File: config.mk
export PLATFORM = sky130hd
export DESIGN_NAME = lbc_line_store
export DESIGN_NICKNAME = d
export VERILOG_FILES = /design/src/rtl/label_boundary_classifier_3x3_unit_assert.svh /design/src/rtl/lbc_pkg.sv /design/src/rtl/lbc_line_store.sv
export SDC_FILE = /design/constraint.sdc
export NUM_CORES = 2
export LEC_CHECK = 0
export BUFFER_PORTS_ARGS = -buffer_cell sky130_fd_sc_hd__buf_2
export CORE_MARGIN = 5
export CORE_UTILIZATION = 55
export CTS_CLUSTER_DIAMETER = 150
export DETAILED_ROUTE_END_ITERATION = 8
export HOLD_SLACK_MARGIN = 0.06
export PLACE_DENSITY = 0.74
export SKIP_CTS_REPAIR_TIMING = 1
export SYNTH_ARGS = -nofsm -noshare
export SYNTH_HDL_FRONTEND = slang
export SYNTH_SLANG_ARGS = --single-unit
File: constraint.sdc
create_clock -name clk -period 3.9 [get_ports clk]
set_input_delay 0.195 -clock clk [delete_from_list [all_inputs] [get_ports clk]]
set_output_delay 0.195 -clock clk [all_outputs]
set_load 0.02 [all_outputs]
File: src/rtl/label_boundary_classifier_3x3_unit_assert.svh
// Assertion macros for the label boundary classifier.
`ifndef LABEL_BOUNDARY_CLASSIFIER_3X3_UNIT_ASSERT_SVH
`define LABEL_BOUNDARY_CLASSIFIER_3X3_UNIT_ASSERT_SVH

`ifndef SYNTHESIS
`define LBC_ASSERT(name, clk, rst, prop) \
  name: assert property (@(posedge clk) disable iff (rst) prop) \
    else $error("lbc assertion failed");
`define LBC_ASSERT_ALWAYS(name, clk, prop) \
  name: assert property (@(posedge clk) prop) \
    else $error("lbc assertion failed");
`else
`define LBC_ASSERT(name, clk, rst, prop)
`define LBC_ASSERT_ALWAYS(name, clk, prop)
`endif

`endif

File: src/rtl/lbc_pkg.sv
package lbc_pkg;

  localparam int MAX_HEIGHT = 1024;
  localparam int MAX_WIDTH  = 1024;
  localparam int ROW_W      = $clog2(MAX_HEIGHT);
  localparam int COL_W      = $clog2(MAX_WIDTH);
  localparam int DIM_W      = 11;
  localparam int LABEL_W    = 2;
  localparam int WIN_W      = 9 * LABEL_W;
  localparam int ENTRY_W    = 2 * LABEL_W;

  typedef enum logic [0:0] {
    REG_IMAGE_HEIGHT = 1'b0,
    REG_IMAGE_WIDTH  = 1'b1
  } cfg_reg_t;

  localparam logic [LABEL_W-1:0] LBL_ZERO = 2'd0;
  localparam logic [LABEL_W-1:0] LBL_ONE  = 2'd1;
  localparam logic [LABEL_W-1:0] LBL_TWO  = 2'd2;

  localparam logic [1:0] CLASS_NONE    = 2'd0;
  localparam logic [1:0] CLASS_INNER   = 2'd1;
  localparam logic [1:0] CLASS_TOUCH_0 = 2'd2;
  localparam logic [1:0] CLASS_TOUCH_1 = 2'd3;

  // position and flags of one incoming pixel
  typedef struct packed {
    logic [ROW_W-1:0] row;
    logic [COL_W-1:0] col;
    logic             emit;
    logic             last;
  } pos_t;

  function automatic logic [1:0] classify(input logic [WIN_W-1:0] w);
    logic any0;
    logic any1;
    logic all2;
    logic [LABEL_W-1:0] v;
    any0 = 1'b0;
    any1 = 1'b0;
    all2 = 1'b1;
    for (int i = 0; i < 9; i++) begin
      v = w[LABEL_W*i +: LABEL_W];
      if (i != 4) begin
        if (v == LBL_ZERO) any0 = 1'b1;
        if (v == LBL_ONE) any1 = 1'b1;
        if (v != LBL_TWO) all2 = 1'b0;
      end
    end
    if (w[LABEL_W*4 +: LABEL_W] != LBL_TWO) return CLASS_NONE;
    if (any1) return CLASS_TOUCH_1;
    if (any0) return CLASS_TOUCH_0;
    if (all2) return CLASS_INNER;
    return CLASS_NONE;
  endfunction

endpackage

File: src/rtl/lbc_line_store.sv
module lbc_line_store (
  input  logic                         clk,
  input  logic                         rst,
  input  logic                         rd_en,
  input  logic [lbc_pkg::ROW_W-1:0]    rd_addr,
  input  logic                         wr_en,
  input  logic [lbc_pkg::ROW_W-1:0]    wr_addr,
  input  logic [lbc_pkg::ENTRY_W-1:0]  wr_data,
  output logic [lbc_pkg::ENTRY_W-1:0]  rd_data
);
  import lbc_pkg::*;

  // entry = {column c-1, column c-2}
  logic [ENTRY_W-1:0] mem [MAX_HEIGHT];
  logic [ENTRY_W-1:0] rd_q;
  logic [ENTRY_W-1:0] fwd_data;
  logic               fwd_hit;

  always_ff @(posedge clk) begin
    if (wr_en) begin
      mem[wr_addr] <= wr_data;
    end
  end

  always_ff @(posedge clk) begin
    if (rd_en) begin
      rd_q     <= mem[rd_addr];
      fwd_data <= wr_data;
    end
  end

  // read and write of the same entry at one edge: take the new data
  always_ff @(posedge clk) begin
    if (rst) begin
      fwd_hit <= 1'b0;
    end else if (rd_en) begin
      fwd_hit <= wr_en && (wr_addr == rd_addr);
    end
  end

  assign rd_data = fwd_hit ? fwd_data : rd_q;

endmodule

Yosys cells after proc, flatten, opt, wreduce, memory -nomap -nowiden. Memories as Yosys holds them, arrays and structs flattened. A register that Yosys moved wholly into a read port is not among the register bits. Cells that the tools add are included.

Bits in registers: 5. Bits in latches: 0. RAM bits: 4096. Memory bits (read-only): 0. Input port bits: 28. Output and inout bits: 4. Memories: 1.

Memory list: mem (depth 1024, bits a word 4, rd ports 1, clocked after memory_dff 1, write ports 1, RTL line lbc_line_store.sv:14) `logic [ENTRY_W-1:0] mem [MAX_HEIGHT];`.

Add/subtract/negate cells: 0. $mul: 0. Divide/modulo/power cells: 0. $lt $le $gt $ge: 0. Eq/ne operators: 1. Shift-type cells: 0. Multiplexer cells: 3. Bitwise logic cells: 0. Reductions and logical operators: 1.

Operator list (number): 10-bit == test (1); 4-bit two-way mux (1); 1-bit two-way mux (2); 1-bit logical AND (1).

Logic depth before layout (Yosys ltp).
Depth in word-level cells: 2. Mapped depth: 17.

Worst setup path after synthesis. Ideal clock, no wire load.

Path type: input port to flip-flop. Start: input rd_addr[0] in the netlist's numbering. End: register rd_q[1] (read register of mem), data pin. Arrival time: 2.559 ns. Setup slack: 1.076 ns. Stages on the path: 11. Cells stage by stage: buf_6 > buf_8 > buf_8 > buf_2 > mux4_2 > mux4_2 > a211o_2 > nand4_1 > a2111oi_2 > a21oi_1 > nand4_1.

RTL lines: start, declared (RTL line lbc_line_store.sv:5) `input logic [lbc_pkg::ROW_W-1:0] rd_addr,`; end, declared (RTL line lbc_line_store.sv:15) `logic [ENTRY_W-1:0] rd_q;`.

==> run metrics <==
Mean Syn Cell Area=19.8 um^2; Port Buffers=31; Seq pwr share=53.5%; DR vias=87300; max cap viols=0; Vias/cell=6.78; Hold EP=mem[775][0]; Ports=32; Critical R2R Capture=rd_q[3]; worst min-delay path startpoint=wr_addr[0]; post-synth net total=8267; setup violators final=0; hold depth=4; first-pass GRT wire length=626000 um; Tmin final=3.63 ns; R2R depth=8; Nets=8609; Chip Height=555 um; Sink Count=4105; CTS Buf Count=401; share of the clock period used by the worst path=93.1%; Setup TNS Final=0 ns; Fin. Hold Viols=0; Routed WL=439000 um; ys async rst share=0%; Storage cell area=123000 um^2; Layout area overhead=12.1%; placed cell areas=170000 um^2; status=finished, final reports clean; Power Total=90.8 mW; Max Freq=275 MHz; EDFF count, synth=4104; Worst-path clk slew=0.06 ns; reg-to-reg startpoint=mem[664][3]; finished layout cell area=183000 um^2; Multi-input gate area=36400 um^2; #FFs+latches synth=4105; Top FF cell, synth=edfxtp_1; final std cells w/o fill=12900; largest net degree at the start of global routing=152; fill cell count=19600; Die ar.=308000 um^2; worst path cell trace=dlygate4sd3_1, buf_2, buf_4, nand2b_1, buf_4, o41ai_1, buf_4, a41o_1, nand4_1; Synth Cell Area=163000 um^2; Worst Setup End Kind=flop; Leak=57.1 nW; Worst Hold Slack=0.114 ns; Largest stage delay, worst path=1.18 ns; critical path class=primary input to flop; Antenna Nets Post-Route=0; P_sw=19.4 mW; WP data arrival=4.24 ns; max-slew violations=0; post-synth cell types=82; unrepaired setup endpoints after global routing=false; initial antenna violation count=39; crit path max fanout=14; vias in the first global route=86700; layout cell share with drive strength beyond 1=22.0%; slowest CP cell=o41ai_1; Yosys warning count=0; clk_lat worst skew=0.92 ns; Setup crit start kind=primary input; Comb power frac=5.3%; CP startpoint=rd_addr[6]; core area=296000 um^2; HPWL after DPL=266000 um; clock root cell=clkbuf_16; skew final=0.0467 ns; Initial Utilization=55.1%; dpl cells=12100; Wirelength per Cell=34.1 um; GRT overflow=0; Max H-tree Level=5; Pint=71.4 mW; Die W=555 um; worst path required time=4.51 ns; sequential-to-total area share from yosys stat=75.6%; Post-Synthesis Cells=8239; GPL Wtd Cong=0.868; Worst Hold Class=primary input to flop; Crit path top cell by count=buf_4; clk buf depth=4; DRC Markers=0; Slew HR=8.86%; switch share=21.3%; Worst Tran Pin Value=1.35 ns; CTS tree=yes; flop-to-flop setup slack=0.33 ns; Power Dens Cells=496 nW/um^2; Row Count=200; VDD IR max=0.396 mV; Clock power frac=41.2%; DRT iter0 DRCs=14100; DR pass1 iterations=6; Overall Global Routing Usage=28.2%
## layout make-up
cell class / count / area share, %
Antenna cell: 33 / 0.0452
Clock buffer: 493 / 5.75
Clock inverter: 229 / 1.11
Inverter: 5 / 0.0171
Multi-Input combinational cell: 3529 / 19.9
Sequential cell: 4105 / 67.4
Tap cell: 3939 / 2.70
Timing Repair Buffer: 539 / 3.09
## sequential cells by signal (all words and copies together), names as in the netlist
register	flops
fwd_data	4
fwd_hit	1
mem	4096
rd_q	4
## how the worst max path moves through the flow
stage,end,slack [ns],cells past startpoint
2_1_floorplan,rd_q[1],1.08,11
3_3_place_gp,rd_q[3],-0.30,12
3_5_place_dp,rd_q[3],-0.31,12
4_1_cts,rd_q[3],0.45,8
5_1_grt,rd_q[3],0.35,8
6_report,rd_q[3],0.27,9
## power by group through the flow
stage | Combinational (mW) | Clock, mW | Sequential (mW)
4_1_cts | 4.73 | 37.6 | 48.6
3_3_place_gp | 4.60 | 0 | 49.5
6_report | 4.81 | 37.4 | 48.6
2_1_floorplan | 2.47 | 0 | 49.5
5_1_grt | 4.96 | 39.5 | 48.5
3_5_place_dp | 4.70 | 0 | 49.5
## cells in the final DEF (no fill, tap or decap), types with 72 or more instances in the layout
| cell type | netlist | final |
|---|---|---|
| clkinv_2 | 0 | 72 |
| nor2_1 | 1061 | 1058 |
| mux2i_1 | 441 | 441 |
| a21oi_1 | 153 | 153 |
| mux4_2 | 806 | 806 |
| o221ai_1 | 163 | 163 |
| clkbuf_1 | 264 | 86 |
| clkbuf_16 | 0 | 407 |
| clkinv_1 | 0 | 81 |
| buf_12 | 11 | 126 |
| mux4_1 | 78 | 78 |
| o22ai_1 | 99 | 99 |
| edfxtp_1 | 4104 | 4104 |
| buf_4 | 20 | 371 |
| a22oi_1 | 116 | 116 |
| nand2_1 | 145 | 139 |
## synthesized netlist by cell type, types with 13 or more instances
cell | n | area, um^2
edfxtp_1 | 4104 | 123000
nor2_1 | 1061 | 3980
mux4_2 | 806 | 18200
mux2i_1 | 441 | 4410
clkbuf_1 | 264 | 991
o221ai_1 | 163 | 1430
a21oi_1 | 153 | 766
nand2_1 | 145 | 544
a22oi_1 | 116 | 871
o22ai_1 | 99 | 619
buf_2 | 85 | 425
buf_1 | 80 | 300
buf_6 | 80 | 901
mux4_1 | 78 | 2050
nor3_1 | 70 | 350
o21ai_0 | 60 | 300
nand3_1 | 49 | 245
buf_8 | 46 | 691
nand4_1 | 23 | 144
nor4_1 | 21 | 131
a221oi_1 | 20 | 175
buf_4 | 20 | 150
a211oi_1 | 17 | 128
a22o_1 | 13 | 114
a31oi_1 | 13 | 81.3
nor2b_1 | 13 | 81.3
## cell families after synthesis
logic type                share of synthesized area (%)
AOI/OAI and AO/OA                                  3.12
xor gates and xnor gates                         0.0537
buffers and inverters                              2.37
DFF                                                75.6
muxes                                              15.2
and+or+nand+nor                                    3.70
## per-stage QoR
step / setup slack (ns) / util (%)
5_1_grt: 0.351 / 61.7
2_1_floorplan: 1.08 / -
4_1_cts: 0.452 / 61.7
3_3_place_gp: -0.298 / 57.5
3_5_place_dp: -0.307 / 57.5
6_report: 0.270 / 61.8
## metal layers
| layer | routed length [um] | track usage, % |
|---|---|---|
| met1 | 151000 | 38.5 |
| met2 | 205000 | 43.4 |
| met3 | 60400 | 7.40 |
| met4 | 22500 | 12.7 |
| met5 | 38 | 0 |
## worst max-delay path: cells and delay by family
family | cells | cell delay (ns)
compound gates | 2 | 1.37
simple gates | 2 | 0.63
buf+inv | 5 | 2.00
Power figures use the tool's default switching activity.
