File: config.mk
export PLATFORM = sky130hd
export DESIGN_NAME = lbc_scan_ctrl
export DESIGN_NICKNAME = d
export VERILOG_FILES = /design/src/rtl/lbc_pkg.sv /design/src/rtl/lbc_scan_ctrl.sv
export VERILOG_INCLUDE_DIRS = /design/src /design/src/rtl
export SDC_FILE = /design/constraint.sdc
export NUM_CORES = 1
export LEC_CHECK = 0
export BUFFER_PORTS_ARGS = -buffer_cell sky130_fd_sc_hd__buf_4
export CORE_MARGIN = 10
export CORE_UTILIZATION = 40
export DETAILED_ROUTE_END_ITERATION = 10
export GPL_ROUTABILITY_DRIVEN = 0
export PLACE_DENSITY_LB_ADDON = 0.2
export SKIP_CTS_REPAIR_TIMING = 1
export SLEW_MARGIN = 20
export SYNTH_ARGS = -nofsm -noshare
export SYNTH_HDL_FRONTEND = slang
export SYNTH_SLANG_ARGS = --single-unit
export TNS_END_PERCENT = 1
File: constraint.sdc
create_clock -name clk -period 6.9 [get_ports clk]
set_input_delay 1.035 -clock clk [delete_from_list [all_inputs] [get_ports clk]]
set_output_delay 1.035 -clock clk [all_outputs]
set_load 0.05 [all_outputs]
File: src/rtl/label_boundary_classifier_3x3_unit_assert.svh
// Assertion macros for the label boundary classifier.
`ifndef LABEL_BOUNDARY_CLASSIFIER_3X3_UNIT_ASSERT_SVH
`define LABEL_BOUNDARY_CLASSIFIER_3X3_UNIT_ASSERT_SVH

`ifndef SYNTHESIS
`define LBC_ASSERT(name, clk, rst, prop) \
  name: assert property (@(posedge clk) disable iff (rst) prop) \
    else $error("lbc assertion failed");
`define LBC_ASSERT_ALWAYS(name, clk, prop) \
  name: assert property (@(posedge clk) prop) \
    else $error("lbc assertion failed");
`else
`define LBC_ASSERT(name, clk, rst, prop)
`define LBC_ASSERT_ALWAYS(name, clk, prop)
`endif

`endif

File: src/rtl/lbc_pkg.sv
package lbc_pkg;

  localparam int MAX_HEIGHT = 1024;
  localparam int MAX_WIDTH  = 1024;
  localparam int ROW_W      = $clog2(MAX_HEIGHT);
  localparam int COL_W      = $clog2(MAX_WIDTH);
  localparam int DIM_W      = 11;
  localparam int LABEL_W    = 2;
  localparam int WIN_W      = 9 * LABEL_W;
  localparam int ENTRY_W    = 2 * LABEL_W;

  typedef enum logic [0:0] {
    REG_IMAGE_HEIGHT = 1'b0,
    REG_IMAGE_WIDTH  = 1'b1
  } cfg_reg_t;

  localparam logic [LABEL_W-1:0] LBL_ZERO = 2'd0;
  localparam logic [LABEL_W-1:0] LBL_ONE  = 2'd1;
  localparam logic [LABEL_W-1:0] LBL_TWO  = 2'd2;

  localparam logic [1:0] CLASS_NONE    = 2'd0;
  localparam logic [1:0] CLASS_INNER   = 2'd1;
  localparam logic [1:0] CLASS_TOUCH_0 = 2'd2;
  localparam logic [1:0] CLASS_TOUCH_1 = 2'd3;

  // position and flags of one incoming pixel
  typedef struct packed {
    logic [ROW_W-1:0] row;
    logic [COL_W-1:0] col;
    logic             emit;
    logic             last;
  } pos_t;

  function automatic logic [1:0] classify(input logic [WIN_W-1:0] w);
    logic any0;
    logic any1;
    logic all2;
    logic [LABEL_W-1:0] v;
    any0 = 1'b0;
    any1 = 1'b0;
    all2 = 1'b1;
    for (int i = 0; i < 9; i++) begin
      v = w[LABEL_W*i +: LABEL_W];
      if (i != 4) begin
        if (v == LBL_ZERO) any0 = 1'b1;
        if (v == LBL_ONE) any1 = 1'b1;
        if (v != LBL_TWO) all2 = 1'b0;
      end
    end
    if (w[LABEL_W*4 +: LABEL_W] != LBL_TWO) return CLASS_NONE;
    if (any1) return CLASS_TOUCH_1;
    if (any0) return CLASS_TOUCH_0;
    if (all2) return CLASS_INNER;
    return CLASS_NONE;
  endfunction

endpackage

File: src/rtl/lbc_scan_ctrl.sv
`include "label_boundary_classifier_3x3_unit_assert.svh"

module lbc_scan_ctrl (
  input  logic                      clk,
  input  logic                      rst,
  input  logic                      cfg_wr_en,
  input  logic [0:0]                cfg_index,
  input  logic [lbc_pkg::DIM_W-1:0] cfg_data,
  input  logic                      accept,
  output lbc_pkg::pos_t             pos
);
  import lbc_pkg::*;

  logic [DIM_W-1:0] image_height;
  logic [DIM_W-1:0] image_width;
  logic [ROW_W-1:0] row_count;
  logic [COL_W-1:0] col_count;
  logic [ROW_W-1:0] h_last;
  logic [COL_W-1:0] w_last;
  logic [ROW_W-1:0] row_next;
  logic [COL_W-1:0] col_next;
  logic             row_wrap;
  logic             col_wrap;

  // zero acts as one, anything above the maximum as the maximum
  always_comb begin
    priority if (image_height == '0) begin
      h_last = '0;
    end else if (image_height > DIM_W'(MAX_HEIGHT)) begin
      h_last = ROW_W'(MAX_HEIGHT - 1);
    end else begin
      h_last = ROW_W'(image_height - 1'b1);
    end
    priority if (image_width == '0) begin
      w_last = '0;
    end else if (image_width > DIM_W'(MAX_WIDTH)) begin
      w_last = COL_W'(MAX_WIDTH - 1);
    end else begin
      w_last = COL_W'(image_width - 1'b1);
    end
  end

  assign row_wrap = (row_count == h_last);
  assign col_wrap = (col_count == w_last);

  always_comb begin
    row_next = row_wrap ? '0 : row_count + 1'b1;
    col_next = col_count;
    if (row_wrap) begin
      col_next = col_wrap ? '0 : col_count + 1'b1;
    end
  end

  always_ff @(posedge clk) begin
    if (rst) begin
      image_height <= DIM_W'(MAX_HEIGHT);
      image_width  <= DIM_W'(MAX_WIDTH);
      row_count    <= '0;
      col_count    <= '0;
    end else if (cfg_wr_en) begin
      unique case (cfg_reg_t'(cfg_index))
        REG_IMAGE_HEIGHT: image_height <= cfg_data;
        REG_IMAGE_WIDTH:  image_width  <= cfg_data;
        default:          image_height <= image_height;
      endcase
      row_count <= '0;
      col_count <= '0;
    end else if (accept) begin
      row_count <= row_next;
      col_count <= col_next;
    end
  end

  assign pos.row  = row_count;
  assign pos.col  = col_count;
  assign pos.emit = (row_count >= ROW_W'(2)) && (col_count >= COL_W'(2));
  assign pos.last = row_wrap && col_wrap;

  `LBC_ASSERT(a_row_in_range, clk, rst, row_count <= h_last)
  `LBC_ASSERT(a_col_in_range, clk, rst, col_count <= w_last)
  `LBC_ASSERT(a_cfg_restarts, clk, rst, cfg_wr_en |=> (row_count == '0 && col_count == '0))

endmodule

Word-level counts from Yosys, hierarchy flattened. Index checks and enable logic that the tools add are counted.

Input port bits: 16. Output and inout bits: 22. Bits in registers: 42. Logic and storage cells: 29.

Multiplexer cells: 6. Bitwise operators: 1. Reductions and logical operators: 8. $lt $le $gt $ge: 4. Add/sub/neg operators: 4. Equal/unequal tests: 2.

Operators by type and width (number): $mux 10 (6); $gt 11x11->1 const B (2); $logic_not 11->1 (2); $add 10x1->10 const B (2); $eq 10x10->1 (2); $ge 10x2->1 const B (2); $sub 10x1->10 const B (2); $reduce_and 2->1 (3); $logic_and 1x1->1 (2); $reduce_or 2->1 (1); $not 1->1 (1).

Longest topological paths before layout.
Word-level depth: 5. Mapped depth: 12. Mapped depth without buffers: 10.

Worst setup path before layout. No wires, ideal clock.

Kind: reg2out. From: reg image_height[3]. To: out pos[0] (netlist bit). Buffers on the path: 2. Data required time: 5.865 ns. Slack: 2.524 ns. Arrival: 3.341 ns. Stages on the path, launching flop included: 10. Cells stage by stage: dfxtp_1 buf_2 or4_4 or4_1 a21o_1 a221o_1 nor4b_4 nand2_2 buf_2 nor2_1.

RTL lines: from (decl) (RTL line lbc_scan_ctrl.sv:14) `logic [DIM_W-1:0] image_height;`; from (signal assigned) (RTL line lbc_scan_ctrl.sv:56) `image_height <= DIM_W'(MAX_HEIGHT);`; from (signal assigned) (RTL line lbc_scan_ctrl.sv:62) `REG_IMAGE_HEIGHT: image_height <= cfg_data;`; from (signal assigned) (RTL line lbc_scan_ctrl.sv:64) `default: image_height <= image_height;`; to (decl) (RTL line lbc_scan_ctrl.sv:10) `output lbc_pkg::pos_t pos`.

==> run_results.csv <==
group,metric,value,unit
floorplanning,initial_core_util,41.44,%
timing,fin_tns_setup,0,ns
global_route,grt_usage,14.62,%
synthesis,yosys-mux-area-fraction,1.035,%
synthesis,ys_warn_count,0,
timing,final.setup_skew,0.009478,ns
drt,detail_route.first_pass.iterations,5,
timing,hold-worst-slack,0.5146,ns
cts,numCtsBuffers,5,
setup_path,r2r_slack,3.00,ns
hold_path,holdPathStages,2,
cts,clock_sinks,42,
timing,slew-limit-headroom,49.93,%
timing,rsz0062_at_grt,"false",
global_route,antenna_found_initial,0,
final_layout,n_antenna_cell,0,
drt,antenna_left,0,
final_layout,fin_area,0.003412,mm²
timing,fmax,221.9,MHz
cts,clkTransAtPathRegs,0.07,ns
setup_path,crit_required,5.86,ns
synthesis,synth_top_area_cell,"dfxtp_1",
synthesis,syn_inst,416,
setup_path,r2r_end,"col_count[0]",
setup_path,crit_slowest_cell,"or4_1",
global_route,grt_overflow,0,
setup_path,cp-end-kind,"output port",
power,p_leak,0.001258,µW
synthesis,synth-adder-area-share,2.484,%
flow_run,cap_violations,0,
setup_path,worstSetupPathType,"reg2out",
floorplanning,dieArea,0.01143,mm²
hold_path,holdCritStartpoint,"image_width[8]",
synthesis,syn_nets,438,
setup_path,cp-start-kind,"flip-flop",
timing,fin_crit_sh,65.31,%
cts,htreeDepth,2,
synthesis,synthTopCellsByArea,"dfxtp_1 28%, nand2_1 7.7%, a21oi_1 7.6%, clkbuf_1 3.4%, nor2_1 3.4%",
drt,vias,3159,
synthesis,synth_edf_count,0,
timing,worst_slew_pin_slew,0.7461,ns
global_route,grt_max_degree,26,
final_layout,finish.utilization,46.79,%
synthesis,syn_area_per_cell,7.264,µm²
drt,via_per_inst,5.994,
drt,drtIter0Drc,421,
status,outcome,"finished, final reports clean",
synthesis,netlist-cell-type-count,62,
cts,clockBufferDepth,2,
synthesis,yosysSeqAreaShare,27.83,%
cts,clk_latency,0.29,ns
floorplanning,die_w,106.9,µm
timing,hold_violations,0,
hold_path,min_to,"image_width[8]",
final_layout,nets,450,
global_route,grt_pass1_vias,2820,
setup_path,crit_path_max_incr_delay,0.60,ns
setup_path,path_cells,"inv_1 -> ha_1 -> nand2b_1 -> o41ai_1 -> a21oi_1 -> or4_1 -> nor4b_4 -> nand2_2 -> nor2_1 -> buf_4",
timing,period_needed,4.507,ns
drt,wl_per_cell,16.26,µm
timing,setup_viol,0,
global_route,grt_pass1_wl,14170,µm
final_layout,syn2layout_area_growth,12.92,%
drt,drc,0,
synthesis,async_reset_ff_share,0,%
synthesis,synth_flop_cell,"dfxtp_1",
power,peakVddDrop,0.00009494,V
hold_path,hold_path.class,"reg2reg",
setup_path,rr_startpoint,"image_height[0]",
placement,place_area,0.003299,mm²
drt,totalWireLength,8571,µm
synthesis,ys_ff_latch,42,
floorplanning,io_pins,38,
synthesis,synth_top_family_by_area,"simple AND/OR/NAND/NOR gates",
cts,cts_root_buf,"clkbuf_8",
final_layout,drive_gt1_share,12.38,%
floorplanning,fp.dieH,106.9,µm
synthesis,yosys.area.top_type_share,27.83,%
synthesis,synth_compound_area_share,24.31,%
placement,dp_hpwl,6460,µm
synthesis,syn_area,0.003022,mm²
timing,slew_violations,0,
placement,io_buffers,37,
synthesis,synth_simple_gate_area_share,32.71,%
setup_path,cp_max_fo,15,
power,power_density,169.2,mW/mm²
setup_path,cp.arrival,3.47,ns
synthesis,synth_xor_area_share,5.673,%
cts,cts_tree,"built",
setup_path,reg2regPathDepth,10,
floorplanning,rows,31,
floorplanning,core_area,0.007292,mm²
## how the worst max path moves through the flow
| stage | from | cells after the start | slack [ns] | end |
|---|---|---|---|---|
| final | image_height[0] | 10 | 2.39 | pos[0] |
| after CTS | image_height[0] | 10 | 2.47 | pos[0] |
| after global placement | image_height[3] | 8 | 2.86 | pos[0] |
| after global routing | image_height[0] | 10 | 2.13 | pos[0] |
| after floorplan | image_height[3] | 9 | 2.52 | pos[0] |
| after detailed placement | image_height[3] | 8 | 2.81 | pos[0] |
## routing by layer
metal	vias to the layer above	routed length [µm]	global-route usage, %
met3	19	636	3.353
met2	131	3747	23.40
met4	0	133	3.385
met1	1455	4054	19.42
li1	1554	-	-
met5	-	0	0
## area by class of cell
cell class,instances,area [µm²]
Fill cell,784,3880
Multi-Input combinational cell,327,2001
Sequential cell,42,840.8
Tap cell,99,123.9
Inverter,15,56.30
Timing Repair Buffer,37,277.8
Clock buffer,6,82.58
Clock inverter,1,30.03
## report_power, final
group	switching (µW)	internal, µW
clock	80.4	116
combinational	68.2	48.5
sequential	15.7	249
## registers in the layout, summed over array words and instances, names as in the netlist
register      cells
image_width      11
row_count        10
image_height     11
col_count        10
## critical path: cells and delay by family (launching register included)
kind            cells  cell delay, ns
flops               1            0.39
compound gates      2            0.52
simple gates        5            1.58
fa+ha+maj           1            0.35
buf+inv             2            0.32
## Yosys cell counts, types with 5 or more instances
master    instances
nor3_1           14
a21oi_1          46
a211oi_1          7
o31ai_1           6
nand2b_1          5
or4_1            10
nand4_1           9
nand2_1          62
and3_1            6
clkbuf_1         27
xor2_1           11
xnor2_1           6
nor2b_1           6
inv_1            13
nand3_1          12
ha_1              6
dfxtp_1          42
o21ai_0          12
nor2_1           27
nor4_1           11
## cell families after synthesis
| kind of cell | Yosys count |
|---|---|
| AOI/OAI and AO/OA | 113 |
| xor gates and xnor gates | 18 |
| adders and majority gates | 6 |
| buffers and inverters | 47 |
| DFF | 42 |
| muxes | 3 |
| and+or+nand+nor | 187 |
## through the flow
step / instances / power, µW / worst slack, ns
2_1_floorplan: 416 / 354.4 / 2.524
3_3_place_gp: 520 / 384.6 / 2.862
3_5_place_dp: 520 / 384.0 / 2.810
4_1_cts: 527 / 580.8 / 2.473
5_1_grt: 527 / 604.2 / 2.131
6_report: 527 / 577.3 / 2.393
## placed cells by master (no fill, tap or decap), drive strengths merged, types with 7 or more instances in the layout
master / count
a211oi: 7
a21oi: 46
buf: 37
dfxtp: 42
inv: 13
nand2: 63
nand3: 12
nand4: 9
nor2: 27
nor3: 14
nor4: 11
o21ai: 14
o31ai: 7
or4: 11
xor2: 11
No activity file was read; power rests on OpenSTA's default activity.
